[src/rtl/rbfz_pkg.sv]
package rbfz_pkg;

    // operation codes of a request
    localparam logic [1:0] OP_ADD    = 2'd0;
    localparam logic [1:0] OP_REMOVE = 2'd1;
    localparam logic [1:0] OP_INVERT = 2'd2;

    // value width inside the chain, wide enough for the largest universe plus one
    localparam int VAL_W = 17;

    // what one cell hands to its right neighbor
    typedef struct packed {
        logic             vld;
        logic [1:0]       op;
        logic [VAL_W-1:0] lo;
        logic [VAL_W-1:0] hi;
        logic             found;
        logic [VAL_W-1:0] first;
    } t_link;

endpackage

[src/rtl/rbfz_cell.sv]
module rbfz_cell
    import rbfz_pkg::*;
#(
    parameter int IDX       = 0,
    parameter int WORD_BITS = 64,
    parameter int UNIVERSE  = 1024
) (
    input  logic  i_clk,
    input  logic  i_rst_n,
    input  t_link i_link,
    output t_link o_link
);

    localparam int PW = (WORD_BITS > 1) ? $clog2(WORD_BITS) : 1;

    logic [WORD_BITS-1:0] r_word;
    logic [WORD_BITS-1:0] n_word;
    logic [WORD_BITS-1:0] w_mask;
    logic [WORD_BITS-1:0] w_live;
    logic                 w_hit;
    logic [PW-1:0]        w_pos;
    t_link                r_link;
    t_link                n_link;

    // range mask and live bits of this word
    always_comb begin
        for (int b = 0; b < WORD_BITS; b++) begin
            w_live[b] = ((IDX * WORD_BITS + b) < UNIVERSE);
            w_mask[b] = w_live[b]
                && (VAL_W'(IDX * WORD_BITS + b + 1) >= i_link.lo)
                && (VAL_W'(IDX * WORD_BITS + b + 1) <= i_link.hi);
        end
    end

    always_comb begin
        case (i_link.op)
            OP_ADD:    n_word = r_word | w_mask;
            OP_REMOVE: n_word = r_word & ~w_mask;
            OP_INVERT: n_word = r_word ^ w_mask;
            default:   n_word = r_word;
        endcase
    end

    // lowest live zero of the updated word
    always_comb begin
        w_hit = 1'b0;
        w_pos = '0;
        for (int b = WORD_BITS - 1; b >= 0; b--) begin
            if (w_live[b] && !n_word[b]) begin
                w_hit = 1'b1;
                w_pos = PW'(b);
            end
        end
    end

    always_comb begin
        n_link = i_link;
        if (!i_link.found && w_hit) begin
            n_link.found = 1'b1;
            n_link.first = VAL_W'(IDX * WORD_BITS + 1) + VAL_W'(w_pos);
        end
    end

    always_ff @(posedge i_clk) begin
        r_link.op    <= n_link.op;
        r_link.lo    <= n_link.lo;
        r_link.hi    <= n_link.hi;
        r_link.found <= n_link.found;
        r_link.first <= n_link.first;
        if (!i_rst_n) begin
            r_word     <= '0;
            r_link.vld <= 1'b0;
        end else begin
            r_link.vld <= i_link.vld;
            if (i_link.vld) begin
                r_word <= n_word;
            end
        end
    end

    assign o_link = r_link;

endmodule
[config.mk]
export PLATFORM = sky130hd
export DESIGN_NAME = rbfz_cell
export DESIGN_NICKNAME = d
export VERILOG_FILES = /design/src/rtl/rbfz_pkg.sv /design/src/rtl/rbfz_cell.sv
export SDC_FILE = /design/constraint.sdc
export NUM_CORES = 1
export LEC_CHECK = 0
export ABC_CLOCK_PERIOD_IN_PS = 5200
export BUFFER_PORTS_ARGS = -buffer_cell sky130_fd_sc_hd__buf_2
export CAP_MARGIN = 20
export CORE_MARGIN = 10
export CORE_UTILIZATION = 35
export CTS_CLUSTER_DIAMETER = 30
export DETAILED_ROUTE_END_ITERATION = 16
export GPL_TIMING_DRIVEN = 0
export MAX_ROUTING_LAYER = met4
export SLEW_MARGIN = 20
export SYNTH_ARGS = -nofsm -noshare
export SYNTH_HDL_FRONTEND = slang
export SYNTH_SLANG_ARGS = --single-unit
[constraint.sdc]
create_clock -name i_clk -period 5.2 [get_ports i_clk]
set_input_delay 0.52 -clock i_clk [delete_from_list [all_inputs] [get_ports i_clk]]
set_output_delay 0.52 -clock i_clk [all_outputs]
set_load 0.005 [all_outputs]
==> summary.md <==
| Metric | Value |
|---|---|
| R2r setup slk | `approximately 1.6 ns` |
| CTS root buf | `clkbuf_16` |
| Post-route DRC | `0` |
| CTS max path bufs | `2` |
| Met1 WL | `~16000 µm` |
| Post-synth net total | `roughly 1300` |
| Crit path arrival time | `between 5 and 6 ns` |
| Top cells by area, synth | `dfxtp_1 (23%), mux4_2 (16%), ha_1 (16%)` |
| Share of the synthesized area in the top cell type | `0.2313` |
| Critical Path Start Type | `input pin` |
| Mux cell area share after synthesis | `0.2222` |
| CTS tree | `built` |
| Design area | `about 12000 µm²` |
| Critical path cell sequence | `buf_2 -> nor4_1 -> nand3_1 -> or2_2 -> clkbuf_1 -> clkbuf_2 -> a21oi_2 -> o21ai_0 -> ha_1 -> inv_1 -> mux4_2 -> a211oi_1 -> o2111ai_1 -> a211oi_1 -> o2111a_1 -> nor2_2 -> and3_1 -> ha_2 -> inv_1 -> nor4_2 -> xor2_1 -> o21ai_1` |
| P&R area growth vs syn | `18.20%` |
| Endpoints failing hold | `0` |
| Async S/R FF share, synth | `0` |
| # rows | `62` |
| Compound-Gate Fraction of Synth Area | `0.1296` |
| Status | `finished, final reports clean` |
| Gp weighted congestion | `roughly 1` |
| Input/output buffers | `109` |
| Die Y | `191.5 µm` |
| Clock Pin Slew Worst Setup and Hold Paths | `approximately 0.070 ns` |
| CP max stage cell | `a211oi_1` |
| Fin. max-slew vios | `0` |
| Main combinational cell family by area after synthesis | `multiplexers` |
| Post-synthesis adder-cell area fraction | `0.1567` |
| Top-count cell post-synth | `inv_1` |
| Worst EP required | `~5.5 ns` |
| Setup ws final | `approximately 0.18 ns` |
| Post-Place Setup Slack | `-1.152 ns` |
| IO Pins | `around 110` |
| Mean post-synth cell area | `approximately 9.3 µm²` |
| Post-synth EDFFs | `0` |
| Slowest stage delay, CP | `between 0.5 and 0.6 ns` |
| DR iter-0 viols | `roughly 920` |
| Via/cell ratio | `5.582` |
| WP buf/inv | `5` |
| Total die area | `~37000 µm²` |
| Post-CTS Hold Fix Bufs | `0` |
| Layout Nets | `about 1400` |
| Highest routed layer | `met4` |
| Actual slew at the worst max-slew pin | `~1.2 ns` |
| Antenna Cells | `0` |
| Sequential fraction of the synthesis area | `0.2313` |
| Post-DRT Antenna Nets | `0` |
| Final core utilization | `0.4219` |
| Met2 WL | `16750 µm` |
| Core area | `28860 µm²` |
| CP Class | `input pin to flip-flop` |
| Post-synthesis simple-gate area fraction | `0.1549` |
| Remaining global-route overflow | `0` |
| Top cells by count, synth | `inv_1 (171), ha_1 (129), dfxtp_1 (119)` |
| Critical path capture point type | `flip-flop` |
| Yosys cell types | `73` |
| DR WL/cell | `22.22 µm` |
| Layout cell share with drive strength beyond 1 | `0.2337` |
| Post-Synthesis Cells | `roughly 1100` |
| Area of the multi-input gates | `6999 µm²` |
| Number of vias in the routed layout | `9165` |
| H-tree lvl count | `4` |
| Min Tclk post-route | `5.022 ns` |
| Highest clock rate | `between 150 and 200 MHz` |
| CTS buffer count | `17` |
| P_leak | `approximately 5.3 nW` |
| Number of global-route vias before repair | `around 9000` |
| Synthesized area | `between 10000 and 15000 µm²` |
| Largest net degree at the start of global routing | `17` |
| WL met3 | `approximately 2700 µm` |
| GRT Total Usage | `0.2051` |
| Power Density | `between 200 and 250 nW/µm²` |
| DRT Wirelength | `36490 µm` |
| Max cap viols | `0` |
| Syn. warnings | `0` |
| Global-route wire length before repair | `54740 µm` |
| Slew headroom | `0.2326` |
| Final setup viols | `0` |
| DPL Wire Length | `28520 µm` |
| TNS Setup | `0 ns` |
| Power Total | `roughly 2.6 mW` |
| Worst skew pair latency | `roughly 0.44 ns` |
| Placed cell areas | `11330 µm²` |
| Sequential cell area | `between 2000 and 2500 µm²` |
| Hold/Removal Path Class | `input pin to flip-flop` |
| CTS Sinks | `119` |
| Max IR drop VDD | `~0.18 mV` |
| Die W | `roughly 190 µm` |
| Initial Utilization | `0.3569` |
| Antenna violations before repair | `0` |
| Top_reg_cell synth | `dfxtp_1` |
| CP top delay family | `compound AO/OA/AOI/OAI gates` |
| CP Max Fanout | `10` |
| Final Skew | `roughly 0.010 ns` |
| Leading area contributor after synthesis | `dfxtp_1` |
| Part of the cycle the worst path needs | `0.9657` |
| Fill cells | `2894` |
| Synth Area in XOR/XNOR | `0.001701` |
| Router iterations before antenna repair | `7` |
| Seq cells post-synth | `approximately 120` |
==> path summary, 6_finish.rpt <==
path,startpoint,to,cells after the start
worst max-delay path,i_link[48],o_link[4]$_DFF_P_,22
worst max register to register,r_word[62]$_SDFFE_PN0P_,o_link[4]$_DFF_P_,14
worst min register to register,r_word[56]$_SDFFE_PN0P_,r_word[56]$_SDFFE_PN0P_,1
worst min-delay path,i_link[44],o_link[44]$_DFF_P_,1
==> stage by stage <==
step	hold slack (ns)	std cells
after detailed placement	0.5081	1601
final	0.1904	1642
after floorplan	0.4809	1108
after global routing	0.1894	1642
after CTS	0.1838	1637
after global placement	0.5017	1601
==> power breakdown <==
group          leakage [nW]  total (mW)  internal [mW]  switching, mW
sequential            0.981       0.958          0.944         0.0143
combinational          3.99       0.390          0.159          0.231
clock                 0.287        1.28          0.759          0.519
==> cell usage in the layout, fill, tap and decap left out, types with 22 or more instances in the layout <==
cell type,count
clkbuf_1,36
nand4_1,22
buf_2,110
ha_1,128
a21oi_1,23
nor2_1,41
nand2_1,86
o21ai_0,48
mux4_2,75
dfxtp_1,119
mux2i_1,43
and2_1,26
nand3_1,27
inv_1,171
nor2b_1,48
==> cell families after synthesis <==
group / Yosys count
flops: 119
mux: 125
xor+xnor: 2
simple gates: 305
compound gates: 186
buf+inv: 242
fa+ha+maj: 129
==> what timing repair did <==
action,CTS,global route
endpoints found under the setup margin,6,11
setup buffers,5,7
gates resized for setup,22,30
pin swaps,3,6
==> worst register-to-register path: cells and delay by family, from the launching register on <==
kind,cells,cell delay [ns]
XOR/XNOR,1,0.17
buffers and inverters,2,0.13
AO/OA/AOI/OAI,5,1.43
flip-flops,1,0.37
multiplexers,1,0.63
adder cells (fa/ha/maj),2,0.48
AND/OR/NAND/NOR,3,0.30
==> state kept, by name (all words and copies together), names as in the netlist <==
name / cells
r_word: 64
o_link: 55
==> metal layers <==
layer | track usage | up-vias
met2 | 0.3181 | 373
met5 | - | -
met3 | 0.03681 | 49
met4 | 0.07302 | 0
met1 | 0.2633 | 4522
li1 | - | 4221
==> area by class of cell <==
| type | count | area share |
|---|---|---|
| Multi-Input combinational cell | 747 | 0.5749 |
| Sequential cell | 119 | 0.1957 |
| Inverter | 172 | 0.05303 |
| Timing Repair Buffer | 121 | 0.05221 |
| Tap cell | 384 | 0.03947 |
| Clock buffer | 18 | 0.03525 |
| Buffer | 67 | 0.03505 |
| Clock inverter | 14 | 0.01439 |
No activity file was read; power rests on OpenSTA's default activity.
